File: config.mk
export PLATFORM = sky130hd
export DESIGN_NAME = range_list_to_bitmap_parser
export DESIGN_NICKNAME = d
export VERILOG_FILES = /design/src/rtl/rlbp_pkg.sv /design/src/rtl/rlbp_bitmap.sv /design/src/rtl/range_list_to_bitmap_parser.sv
export VERILOG_INCLUDE_DIRS = /design/src /design/src/rtl
export SDC_FILE = /design/constraint.sdc
export NUM_CORES = 1
export LEC_CHECK = 0
export ABC_AREA = 1
export ABC_CLOCK_PERIOD_IN_PS = 4400
export BUFFER_PORTS_ARGS = -buffer_cell sky130_fd_sc_hd__buf_2
export CAP_MARGIN = 20
export CORE_UTILIZATION = 24
export DETAILED_ROUTE_END_ITERATION = 10
export SYNTH_ARGS = -nofsm -noshare
export SYNTH_HDL_FRONTEND = slang
export SYNTH_HIERARCHICAL = 1
export SYNTH_SLANG_ARGS = --single-unit
File: constraint.sdc
create_clock -name clock -period 4.4 [get_ports clock]
set_clock_uncertainty 0.15 [all_clocks]
set_input_delay 0.66 -clock clock [delete_from_list [all_inputs] [get_ports clock]]
set_output_delay 0.66 -clock clock [all_outputs]
set_load 0.01 [all_outputs]
File: src/rtl/assert_macros.svh
// assertion macros used by the parser rtl
`ifndef ASSERT_MACROS_SVH
`define ASSERT_MACROS_SVH
`ifndef SYNTHESIS
`define ASSERT_ON_CLK(label, clk, rst, prop) \
   label: assert property (@(posedge clk) disable iff (rst) prop) \
      else $error("assertion failed");
`define ASSERT_NEXT_CLK(label, clk, rst, ante, cons) \
   label: assert property (@(posedge clk) disable iff (rst) (ante) |=> (cons)) \
      else $error("assertion failed");
`else
`define ASSERT_ON_CLK(label, clk, rst, prop)
`define ASSERT_NEXT_CLK(label, clk, rst, ante, cons)
`endif
`endif

File: src/rtl/rlbp_pkg.sv
// types, constants and helpers for the range list to bitmap parser
package rlbp_pkg;

   localparam int VECTOR_COUNT_DEF = 256;

   localparam int CHAR_W   = 8;
   localparam int QIDX_W   = 10;
   localparam int STATUS_W = 2;

   localparam logic [CHAR_W-1:0] CHAR_NUL   = 8'h00;
   localparam logic [CHAR_W-1:0] CHAR_ZERO  = 8'h30;
   localparam logic [CHAR_W-1:0] CHAR_NINE  = 8'h39;
   localparam logic [CHAR_W-1:0] CHAR_DASH  = 8'h2d;
   localparam logic [CHAR_W-1:0] CHAR_COMMA = 8'h2c;

   localparam int RADIX = 10;

   localparam logic CMD_CHAR  = 1'b0;
   localparam logic CMD_QUERY = 1'b1;

   localparam logic [STATUS_W-1:0] STATUS_PARSING = 2'd0;
   localparam logic [STATUS_W-1:0] STATUS_DONE    = 2'd1;
   localparam logic [STATUS_W-1:0] STATUS_ERROR   = 2'd2;

   typedef enum logic [2:0] {
      PH_START_FIRST,
      PH_IN_START,
      PH_END_FIRST,
      PH_IN_END,
      PH_DONE,
      PH_ERROR
   } phase_type;

   // command from the parser to the bitmap
   typedef struct packed {
      logic set;
      logic clear;
   } bm_ctrl_type;

   function automatic logic [STATUS_W-1:0] status_of(input phase_type ph);
      logic [STATUS_W-1:0] st;
      case (ph)
         PH_DONE:  st = STATUS_DONE;
         PH_ERROR: st = STATUS_ERROR;
         default:  st = STATUS_PARSING;
      endcase
      return st;
   endfunction

endpackage

File: src/rtl/rlbp_bitmap.sv
// enable bitmap with parallel range set, full clear and single bit read
module rlbp_bitmap #(
   parameter int VECTOR_COUNT = rlbp_pkg::VECTOR_COUNT_DEF,
   localparam int IDX_W = $clog2(VECTOR_COUNT)
) (
   input  logic                      clock,
   input  logic                      reset,
   input  rlbp_pkg::bm_ctrl_type     ctrl,
   input  logic [IDX_W-1:0]          set_lo,
   input  logic [IDX_W-1:0]          set_hi,
   input  logic [rlbp_pkg::QIDX_W-1:0] query_index,
   output logic                      query_bit
);

   localparam int CMP_W = rlbp_pkg::QIDX_W + 1;

   logic [VECTOR_COUNT-1:0] bits_ff;
   logic [VECTOR_COUNT-1:0] bits_in;
   logic                    in_range;

   always_comb begin
      bits_in = bits_ff;
      if (ctrl.clear) begin
         bits_in = '0;
      end else if (ctrl.set) begin
         for (int i = 0; i < VECTOR_COUNT; i++) begin
            if (IDX_W'(i) >= set_lo && IDX_W'(i) <= set_hi) begin
               bits_in[i] = 1'b1;
            end
         end
      end
   end

   always_ff @(posedge clock) begin
      if (reset) begin
         bits_ff <= '0;
      end else begin
         bits_ff <= bits_in;
      end
   end

   assign in_range  = CMP_W'(query_index) < CMP_W'(VECTOR_COUNT);
   assign query_bit = in_range ? bits_ff[query_index[IDX_W-1:0]] : 1'b0;

endmodule

File: src/rtl/range_list_to_bitmap_parser.sv
// Decimal range list parser ("3,5-9,12", zero byte ends it) that builds an enable bitmap of
// VECTOR_COUNT bits and answers bit queries. Each transaction is one character or one query;
// a new transaction is taken every cycle while results are taken, and its result is presented
// from the result register after it has passed the input register. While rsp_ready is low,
// the held result and one waiting transaction fill both registers and req_ready drops. A
// finished range is written into the bitmap at once by a compare of every bitmap index
// against the range bounds, so the width of that compare array grows with VECTOR_COUNT. Reset
// clears the bitmap flip-flops directly, with no clearing pass. After the list finishes or
// fails, characters are ignored until reset.
`include "assert_macros.svh"

module range_list_to_bitmap_parser #(
   parameter int VECTOR_COUNT = rlbp_pkg::VECTOR_COUNT_DEF
) (
   input  logic                          clock,
   input  logic                          reset,
   input  logic                          req_valid,
   output logic                          req_ready,
   input  logic                          req_cmd,
   input  logic [rlbp_pkg::CHAR_W-1:0]   req_list_char,
   input  logic [rlbp_pkg::QIDX_W-1:0]   req_query_index,
   output logic                          rsp_valid,
   input  logic                          rsp_ready,
   output logic [rlbp_pkg::STATUS_W-1:0] rsp_parse_status,
   output logic                          rsp_bit_enabled
);

   localparam int IDX_W = $clog2(VECTOR_COUNT);
   localparam int ACC_W = $clog2(VECTOR_COUNT + 1);
   localparam int SUM_W = ACC_W + 4;
   localparam logic [ACC_W-1:0] ACC_MAX = ACC_W'(VECTOR_COUNT);

   // input register
   logic                        s1_valid_ff;
   logic                        s1_cmd_ff;
   logic [rlbp_pkg::CHAR_W-1:0] s1_char_ff;
   logic [rlbp_pkg::QIDX_W-1:0] s1_idx_ff;

   // result register
   logic                          rsp_valid_ff;
   logic [rlbp_pkg::STATUS_W-1:0] rsp_status_ff;
   logic [rlbp_pkg::STATUS_W-1:0] rsp_status_in;
   logic                          rsp_bit_ff;
   logic                          rsp_bit_in;

   // parser state
   rlbp_pkg::phase_type phase_ff;
   rlbp_pkg::phase_type phase_in;
   logic [ACC_W-1:0]    acc_ff;
   logic [ACC_W-1:0]    acc_in;
   logic [IDX_W-1:0]    start_ff;
   logic [IDX_W-1:0]    start_in;

   logic                  adv;
   logic                  take_char;
   logic                  is_digit;
   logic [3:0]            digit_val;
   logic                  acc_restart;
   logic [ACC_W-1:0]      acc_base;
   logic [SUM_W-1:0]      acc_sum;
   logic [ACC_W-1:0]      acc_sat;
   rlbp_pkg::bm_ctrl_type bm_ctrl;
   logic [IDX_W-1:0]      set_lo;
   logic [IDX_W-1:0]      set_hi;
   logic                  query_bit;

   assign adv       = s1_valid_ff && (!rsp_valid_ff || rsp_ready);
   assign req_ready = !s1_valid_ff || adv;
   assign take_char = adv && (s1_cmd_ff == rlbp_pkg::CMD_CHAR);

   always_ff @(posedge clock) begin
      if (reset) begin
         s1_valid_ff <= 1'b0;
      end else if (req_ready) begin
         s1_valid_ff <= req_valid;
      end
   end

   always_ff @(posedge clock) begin
      if (req_valid && req_ready) begin
         s1_cmd_ff  <= req_cmd;
         s1_char_ff <= req_list_char;
         s1_idx_ff  <= req_query_index;
      end
   end

   // decimal accumulate with saturation at the vector count
   assign is_digit    = s1_char_ff inside {[rlbp_pkg::CHAR_ZERO:rlbp_pkg::CHAR_NINE]};
   assign digit_val   = 4'(s1_char_ff - rlbp_pkg::CHAR_ZERO);
   assign acc_restart = (phase_ff == rlbp_pkg::PH_START_FIRST) ||
                        (phase_ff == rlbp_pkg::PH_END_FIRST);
   assign acc_base    = acc_restart ? '0 : acc_ff;
   assign acc_sum     = SUM_W'(acc_base) * SUM_W'(rlbp_pkg::RADIX) + SUM_W'(digit_val);
   assign acc_sat     = (acc_sum > SUM_W'(VECTOR_COUNT)) ? ACC_MAX : ACC_W'(acc_sum);

   always_comb begin
      phase_in = phase_ff;
      acc_in   = acc_ff;
      start_in = start_ff;
      bm_ctrl  = '{set: 1'b0, clear: 1'b0};
      set_lo   = IDX_W'(acc_ff);
      set_hi   = IDX_W'(acc_ff);
      if (take_char) begin
         case (phase_ff)
            rlbp_pkg::PH_START_FIRST, rlbp_pkg::PH_END_FIRST: begin
               if (s1_char_ff == rlbp_pkg::CHAR_NUL &&
                   phase_ff == rlbp_pkg::PH_START_FIRST) begin
                  phase_in = rlbp_pkg::PH_DONE;
               end else if (is_digit) begin
                  acc_in   = acc_sat;
                  phase_in = (phase_ff == rlbp_pkg::PH_START_FIRST) ?
                             rlbp_pkg::PH_IN_START : rlbp_pkg::PH_IN_END;
               end else begin
                  phase_in      = rlbp_pkg::PH_ERROR;
                  bm_ctrl.clear = 1'b1;
               end
            end
            rlbp_pkg::PH_IN_START, rlbp_pkg::PH_IN_END: begin
               if (is_digit) begin
                  acc_in = acc_sat;
               end else if (acc_ff >= ACC_MAX ||
                            (phase_ff == rlbp_pkg::PH_IN_END &&
                             acc_ff < ACC_W'(start_ff))) begin
                  phase_in      = rlbp_pkg::PH_ERROR;
                  bm_ctrl.clear = 1'b1;
               end else if (phase_ff == rlbp_pkg::PH_IN_START &&
                            s1_char_ff == rlbp_pkg::CHAR_DASH) begin
                  start_in = IDX_W'(acc_ff);
                  acc_in   = '0;
                  phase_in = rlbp_pkg::PH_END_FIRST;
               end else begin
                  // entry complete: mark it if the separator is a comma or the terminator, else fail
                  if (phase_ff == rlbp_pkg::PH_IN_END) begin
                     set_lo = start_ff;
                  end
                  if (s1_char_ff == rlbp_pkg::CHAR_COMMA) begin
                     bm_ctrl.set = 1'b1;
                     acc_in      = '0;
                     phase_in    = rlbp_pkg::PH_START_FIRST;
                  end else if (s1_char_ff == rlbp_pkg::CHAR_NUL) begin
                     bm_ctrl.set = 1'b1;
                     phase_in    = rlbp_pkg::PH_DONE;
                  end else begin
                     phase_in      = rlbp_pkg::PH_ERROR;
                     bm_ctrl.clear = 1'b1;
                  end
               end
            end
            default: begin
               phase_in = phase_ff;
            end
         endcase
      end
   end

   always_ff @(posedge clock) begin
      if (reset) begin
         phase_ff <= rlbp_pkg::PH_START_FIRST;
         acc_ff   <= '0;
         start_ff <= '0;
      end else begin
         phase_ff <= phase_in;
         acc_ff   <= acc_in;
         start_ff <= start_in;
      end
   end

   rlbp_bitmap #(
      .VECTOR_COUNT(VECTOR_COUNT)
   ) u_bitmap (
      .clock      (clock),
      .reset      (reset),
      .ctrl       (bm_ctrl),
      .set_lo     (set_lo),
      .set_hi     (set_hi),
      .query_index(s1_idx_ff),
      .query_bit  (query_bit)
   );

   assign rsp_status_in = rlbp_pkg::status_of(phase_in);
   assign rsp_bit_in    = (s1_cmd_ff == rlbp_pkg::CMD_QUERY) && query_bit;

   always_ff @(posedge clock) begin
      if (reset) begin
         rsp_valid_ff <= 1'b0;
      end else if (adv) begin
         rsp_valid_ff <= 1'b1;
      end else if (rsp_ready) begin
         rsp_valid_ff <= 1'b0;
      end
   end

   always_ff @(posedge clock) begin
      if (adv) begin
         rsp_status_ff <= rsp_status_in;
         rsp_bit_ff    <= rsp_bit_in;
      end
   end

   assign rsp_valid        = rsp_valid_ff;
   assign rsp_parse_status = rsp_status_ff;
   assign rsp_bit_enabled  = rsp_bit_ff;

   // an error is final until reset
   `ASSERT_NEXT_CLK(a_error_sticks, clock, reset, phase_ff == rlbp_pkg::PH_ERROR, phase_ff == rlbp_pkg::PH_ERROR)
   // the bitmap is empty once parsing has failed
   `ASSERT_ON_CLK(a_error_empty, clock, reset, (rsp_valid_ff && rsp_status_ff == rlbp_pkg::STATUS_ERROR) |-> !rsp_bit_ff)
   // accumulator saturates at the vector count
   `ASSERT_ON_CLK(a_acc_sat, clock, reset, acc_ff <= ACC_MAX)
   // input side stalls only when both registers hold a transaction
   `ASSERT_ON_CLK(a_stall_full, clock, reset, !req_ready |-> (s1_valid_ff && rsp_valid_ff))

endmodule

== After elaboration in Yosys (flattened, before gate mapping) ==
Index checks and enable logic that the tools add are counted.

* Add/subtract/negate cells: 2
* Multiply operators: 1
* Divide/modulo/power cells: 0
* Magnitude comparators: 519
* Equality and inequality tests: 11
* Shifts and indexed selects: 0
* Multiplexer cells: 44
* Bitwise gates (word level): 3
* Reduce and logical (&&, ||, !) cells: 535

{| class="wikitable"
|+ Operator list
! kind !! number
|-
| >= comparator 8 bit, first input constant || 128
|-
| less-or-equal comparator 8 bit, first input constant || 128
|-
| >= comparator 7 x 8 -> 1 bit, first input constant || 64
|-
| less-or-equal comparator 7 x 8 -> 1 bit, first input constant || 64
|-
| AND reduction 2 bit || 256
|-
| logical AND 1 bit || 264
|-
| >= comparator 6 x 8 -> 1 bit, first input constant || 32
|-
| less-or-equal comparator 6 x 8 -> 1 bit, first input constant || 32
|-
| >= comparator 5 x 8 -> 1 bit, first input constant || 16
|-
| less-or-equal comparator 5 x 8 -> 1 bit, first input constant || 16
|-
| 2-to-1 mux 9 bit || 8
|-
| >= comparator 4 x 8 -> 1 bit, first input constant || 8
|-
| less-or-equal comparator 4 x 8 -> 1 bit, first input constant || 8
|-
| 2-to-1 mux 8 bit || 6
|-
| >= comparator 3 x 8 -> 1 bit, first input constant || 4
|-
| less-or-equal comparator 3 x 8 -> 1 bit, first input constant || 4
|-
| 2-to-1 mux 3 bit || 7
|-
| case mux 9 bit (2 select lines) || 1
|-
| equality test 8 x 6 -> 1 bit, second input constant || 2
|-
| >= comparator 1 x 8 -> 1 bit, first input constant || 2
|-
| >= comparator 2 x 8 -> 1 bit, first input constant || 2
|-
| less-or-equal comparator 1 x 8 -> 1 bit, first input constant || 2
|-
| less-or-equal comparator 2 x 8 -> 1 bit, first input constant || 2
|-
| 2-to-1 mux 1 bit || 14
|-
| 30 further kinds || 45
|}

* Register bits after elaboration: 300
* Bits in latches: 0
* RAM bits: 0
* ROM bits: 0
* Bits of input ports: 23
* Output and inout bits: 5
* Logic and storage cells: 1,381
* Memories: 0

== Depth between registers and ports, before layout ==
* Depth in word-level cells: 10
* Depth in mapped cells: 24
* Gate-level depth less buffers: 24

== Modules after synthesis ==
The synthesis kept the hierarchy.

{| class="wikitable"
|+ By module, submodules not included
! module !! instances !! cells each !! area each (µm²) !! seq. area each (µm²)
|-
| rlbp_bitmap || 1 || 2,158 || 14,503.9 || 5,124.9
|-
| range_list_to_bitmap_parser || 1 || 403 || 3,050.4 || 1,101.1
|}

== Least setup slack after synthesis ==
No wires, ideal clock.

* Path kind: register to register
* Start: reg acc_ff[3]
* End: reg u_bitmap.bits_ff[188]
* Library setup time: 0.132 ns
* Arrival time: 2.979 ns
* Data required time: 4.118 ns
* Slack: 1.139 ns
* Cell stages (with the launch flop): 16
* Path buffers: 1
* Clock period less this slack: 3.261 ns
* Path through: dfxtp_1 -> ha_1 -> nand2_1 -> nor2_1 -> o211ai_1 -> nand4_1 -> nand2_1 -> inv_2 -> nand4_2 -> buf_2 -> o21ai_0 -> nand2_1 -> nor2_2 -> inv_1 -> o311ai_1 -> a21oi_1

* Cells in the longest elaborated chain, start to end: 10
* Elaborated cells on any way between the ends: 21
* Classes of those cells: 4 x order compare; 12 x mux; 5 x reduce/logical

{| class="wikitable"
|+ RTL lines
! element !! line !! text
|-
| from (decl) || range_list_to_bitmap_parser.sv:49 || <nowiki>logic [ACC_W-1:0] acc_ff;</nowiki>
|-
| from (signal assigned) || range_list_to_bitmap_parser.sv:163 || <nowiki>acc_ff <= acc_in;</nowiki>
|-
| < comparator 9 x 8 -> 1 bit || range_list_to_bitmap_parser.sv:123 || <nowiki>acc_ff < ACC_W'(start_ff))) begin</nowiki>
|-
| logical AND 1 bit || range_list_to_bitmap_parser.sv:122 || <nowiki>(phase_ff == rlbp_pkg::PH_IN_END &&</nowiki>
|-
| logical OR 1 bit * || range_list_to_bitmap_parser.sv:121 || <nowiki>end else if (acc_ff >= ACC_MAX ||</nowiki>
|-
| 2-to-1 mux 8 bit * || range_list_to_bitmap_parser.sv:121 ||
|-
| 2-to-1 mux 8 bit * || range_list_to_bitmap_parser.sv:119 || <nowiki>if (is_digit) begin</nowiki>
|-
| 2-to-1 mux 8 bit * || range_list_to_bitmap_parser.sv:104 || <nowiki>case (phase_ff)</nowiki>
|-
| 2-to-1 mux 8 bit * || range_list_to_bitmap_parser.sv:103 || <nowiki>if (take_char) begin</nowiki>
|-
| net set_lo[2] || range_list_to_bitmap_parser.sv:63 || <nowiki>logic [IDX_W-1:0] set_lo;</nowiki>
|-
| >= comparator 8 bit * || rlbp_bitmap.sv:27 || <nowiki>if (IDX_W'(i) >= set_lo && IDX_W'(i) <= set_hi) begin</nowiki>
|-
| logical AND 1 bit * || rlbp_bitmap.sv:27 ||
|-
| AND reduction 2 bit (no line) * || n/a ||
|-
| to (signal assigned) || rlbp_bitmap.sv:38 || <nowiki>bits_ff <= bits_in;</nowiki>
|-
| to (decl) || rlbp_bitmap.sv:17 || <nowiki>logic [VECTOR_COUNT-1:0] bits_ff;</nowiki>
|}

Mark *: on every way through the listed nets, which the timed path passes. The rest lies on a longest branch.
A chain may end at the register's enable or synchronous reset.

== Worst setup path in the final report ==
* Start: reg start_ff[4]
* End: reg u_bitmap.bits_ff[168]

* Cells in the longest elaborated chain, start to end: 10
* Elaborated cells on any way between the ends: 19
* Classes of those cells: 2 x order compare; 12 x mux; 5 x reduce/logical

{| class="wikitable"
|+ RTL lines
! element !! line !! text
|-
| from (decl) || range_list_to_bitmap_parser.sv:51 || <nowiki>logic [IDX_W-1:0] start_ff;</nowiki>
|-
| from (signal assigned) || range_list_to_bitmap_parser.sv:164 || <nowiki>start_ff <= start_in;</nowiki>
|-
| < comparator 9 x 8 -> 1 bit || range_list_to_bitmap_parser.sv:123 ||
|-
| logical AND 1 bit || range_list_to_bitmap_parser.sv:122 ||
|-
| logical OR 1 bit || range_list_to_bitmap_parser.sv:121 ||
|-
| 2-to-1 mux 8 bit || range_list_to_bitmap_parser.sv:121 ||
|-
| 2-to-1 mux 8 bit || range_list_to_bitmap_parser.sv:119 ||
|-
| 2-to-1 mux 8 bit || range_list_to_bitmap_parser.sv:104 ||
|-
| 2-to-1 mux 8 bit || range_list_to_bitmap_parser.sv:103 ||
|-
| net set_lo[1] || range_list_to_bitmap_parser.sv:63 ||
|-
| >= comparator 8 bit || rlbp_bitmap.sv:27 ||
|-
| logical AND 1 bit || rlbp_bitmap.sv:27 ||
|-
| AND reduction 2 bit (no line) || n/a ||
|}

The timed path passes the listed nets, and every way through them passes these cells.

==> out/qor.csv <==
metric,value,unit
Max Cap Viol,0,
Die Area,74200,sq um
Peak Freq,245,MHz
Syn Inst Count,2561,
Synth area leader,dfxtp_1,
CP arrival,4420,ps
GRT met2 Usage,0.277,
clk sinks,300,
Cell variety after synth,58,
Syn. warnings,6,
sequential fraction of the synthesis area,0.355,
initial DRC count,2682,
final worst-path cycle share,0.927,
GR peak layer,met2,
total global-route track usage,0.193,
Post-CTS Setup Repair Bufs,0,
slowest cell delay on critical path,410,ps
Tot Pwr,6.23,mW
first-pass GRT wire length,110,mm
pre-CTS setup slack,426,ps
syn avg cell area,6.85,sq um
startpoint types,flop,
CP max FO,16,
CORE AREA,72000,sq um
switch share,0.252,
Clock power frac,0.488,
CTS root buf,clkbuf_16,
post-synthesis async set-or-reset flop share,0,
number of CTS-inserted buffers,36,
Slew Limit Fails,0,
I/O Buffers,27,
clock latency on the worst-skew pair,570,ps
num ports,28,
"commonest non-fill, non-tap cell in the layout",nand2_1,
"Cell Area, Synth",17600,sq um
final hold vios,0,
cell area power density,314,nW/um^2
iteration count of the initial detailed-routing pass,7,
final core occ,0.276,
DR vias/cell,5.39,
Post-synth EDFFs,22,
vias in the first global route,17200,
share of the synthesized area in the top cell type,0.317,
dominant cells by area after synthesis,"dfxtp_1, a21oi_1, nand2_1",
setup TNS,0,ps
worst-margin pin slew,1150,ps
status,completed,
Crit Path Class,reg2reg,
Leak,6.72,nW
drt wl/cell,21.1,um
largest net degree at the start of global routing,168,
syn_nets,2606,
GP Congestion,1.04,
worst min-delay path class,in2reg,
H-tree levels,2,
placed wire-length estimate,49.5,mm
num rows,98,
post-route minimum period,4080,ps
Reg2Reg Setup Slack,320,ps
#FFs+latches synth,300,
slowest cell on the critical path,inv_1,
combinational share of power,0.066,
Slew HR,0.234,
P_sw,1.57,mW
peak supply drop,0.297,mV
die height,272,um
CP Capture Type,flop,
maximum clock path buffer count,3,
Power Internal,4.66,mW
met3 Track Usage GR,0.0525,
most frequent cells in the layout,"nand2_1, a21oi_1, inv_1",
CTS tree,done,
Final Worst Setup Slack,321,ps
initial antenna violation count,3,
RSZ-0062 raised after global routing,no,
DR vias,18800,
layout cells sized above 1,0.116,
Worst Path Required,4740,ps
Die W,272,um
clock-pin transition on the worst setup and hold timing paths,70,ps
"Top FF cell, synth",dfxtp_1,
WL final,73.7,mm
global-route met1 utilization,0.258,
DRC viols,0,
Min Hold Slack,122,ps
effective utilization at floorplan,0.244,
antenna cells,0,
fin nets,2564,
filler instances,7953,
critical path's most frequent cell,nand2_1,
Synth-to-Final Area Change,13.2,%
crit-path cells,"inv_1, ha_1, nand2_1, o21ai_0, nand2_1, nand4_1, nand2_1, inv_2, nand4_2, nand2_1, o21ai_0, buf_4, nor2_2, nand3_1, nand2_2, inv_1, o21ai_1, o2111ai_1, a21oi_1",
grt ovf,0,
"Setup violations, final",0,
sequential power share,0.446,
Detail Route Antenna Nets,0,
[worst max-delay path: cells and delay by family, from the launching register on]
kind | cells | cell delay [ps]
flops | 1 | 310
simple gates | 9 | 1600
buf+inv | 4 | 780
fa+ha+maj | 1 | 290
compound gates | 5 | 860
[state kept, by name (all words and copies together), names as in the netlist]
signal and count:
acc_ff 9, phase_ff 3, rsp_bit_enabled 1, rsp_parse_status 2, rsp_valid 1, s1_char_ff 8, s1_cmd_ff 1, s1_idx_ff 10
s1_valid_ff 1, start_ff 8, u_bitmap/bits_ff 256
[metal layers]
metal,routed length (um),vias to the layer above,share of wire
li1,-,8654,-
met1,30500,8679,0.41
met2,29900,1182,0.41
met3,8740,298,0.12
met4,4570,4,0.062
met5,30,-,0.00041
[repair_timing]
item                       CTS  global route
hold buffers                 0             0
setup endpoints to repair    0             2
gates resized for setup      0             2
[power groups by stage]
stage / registers [mW] / logic [mW] / clock network (mW)
finish: 2.78 / 0.411 / 3.04
global route: 2.78 / 0.435 / 3.18
CTS: 2.78 / 0.399 / 3.08
detailed placement: 2.84 / 0.397 / 0
global placement: 2.84 / 0.400 / 0
floorplan: 2.83 / 0.247 / 0
[area by class of cell]
| type | instances | area (sq um) | share of cell area |
|---|---|---|---|
| Clock inverter | 13 | 136 | 0.00686 |
| Inverter | 347 | 1310 | 0.0658 |
| Multi-Input combinational cell | 1737 | 9200 | 0.463 |
| Timing Repair Buffer | 97 | 761 | 0.0383 |
| Sequential cell | 300 | 6230 | 0.313 |
| Clock buffer | 50 | 1060 | 0.0531 |
| Tap cell | 950 | 1190 | 0.0598 |
[cells by family (layout without fill, tap and decap cells)]
kind of cell    count (synthesis)  count (layout)  synth area share
fa+ha+maj                      22              22            0.0165
simple gates                  906             906             0.233
buf+inv                       524             507             0.122
flops                         300             300             0.355
compound gates                801             801             0.268
xor+xnor                        8               8           0.00506
[synth_stat cells, types with 4 or more instances]
cell,instances
buf_6,4
a2111oi_0,4
nand3_2,4
o2111ai_1,80
a21oi_1,330
buf_4,21
nor2_2,26
clkbuf_1,88
ha_1,20
buf_2,57
inv_1,288
nor3_1,8
nor2_4,19
o21ai_1,60
a211oi_1,9
nor2_1,198
dfxtp_1,278
nand3_1,236
inv_2,57
nand4_1,23
xor2_1,5
o221ai_1,8
nand2_1,364
buf_1,6
a31oi_1,53
o211ai_1,61
edfxtp_1,22
nand2_2,14
o21ai_0,175
[stage by stage]
stage,std cells,instance area [sq um]
floorplan,2561,17600
global placement,3431,18700
detailed placement,3431,18700
CTS,3494,19900
global route,3494,19900
finish,3494,19900
[final timing paths]
kind              cells after the start                                  to                               start
setup reg to reg                     19  u_bitmap/bits_ff[168]$_SDFFE_PP0P_            start_ff[4]$_SDFFE_PP0P_
setup / recovery                     19  u_bitmap/bits_ff[168]$_SDFFE_PP0P_            start_ff[4]$_SDFFE_PP0P_
hold / removal                        1                 s1_cmd_ff$_DFFE_PP_                             req_cmd
hold reg to reg                       2  u_bitmap/bits_ff[138]$_SDFFE_PP0P_  u_bitmap/bits_ff[138]$_SDFFE_PP0P_
Note: power is estimated with default switching activity, not from simulation.
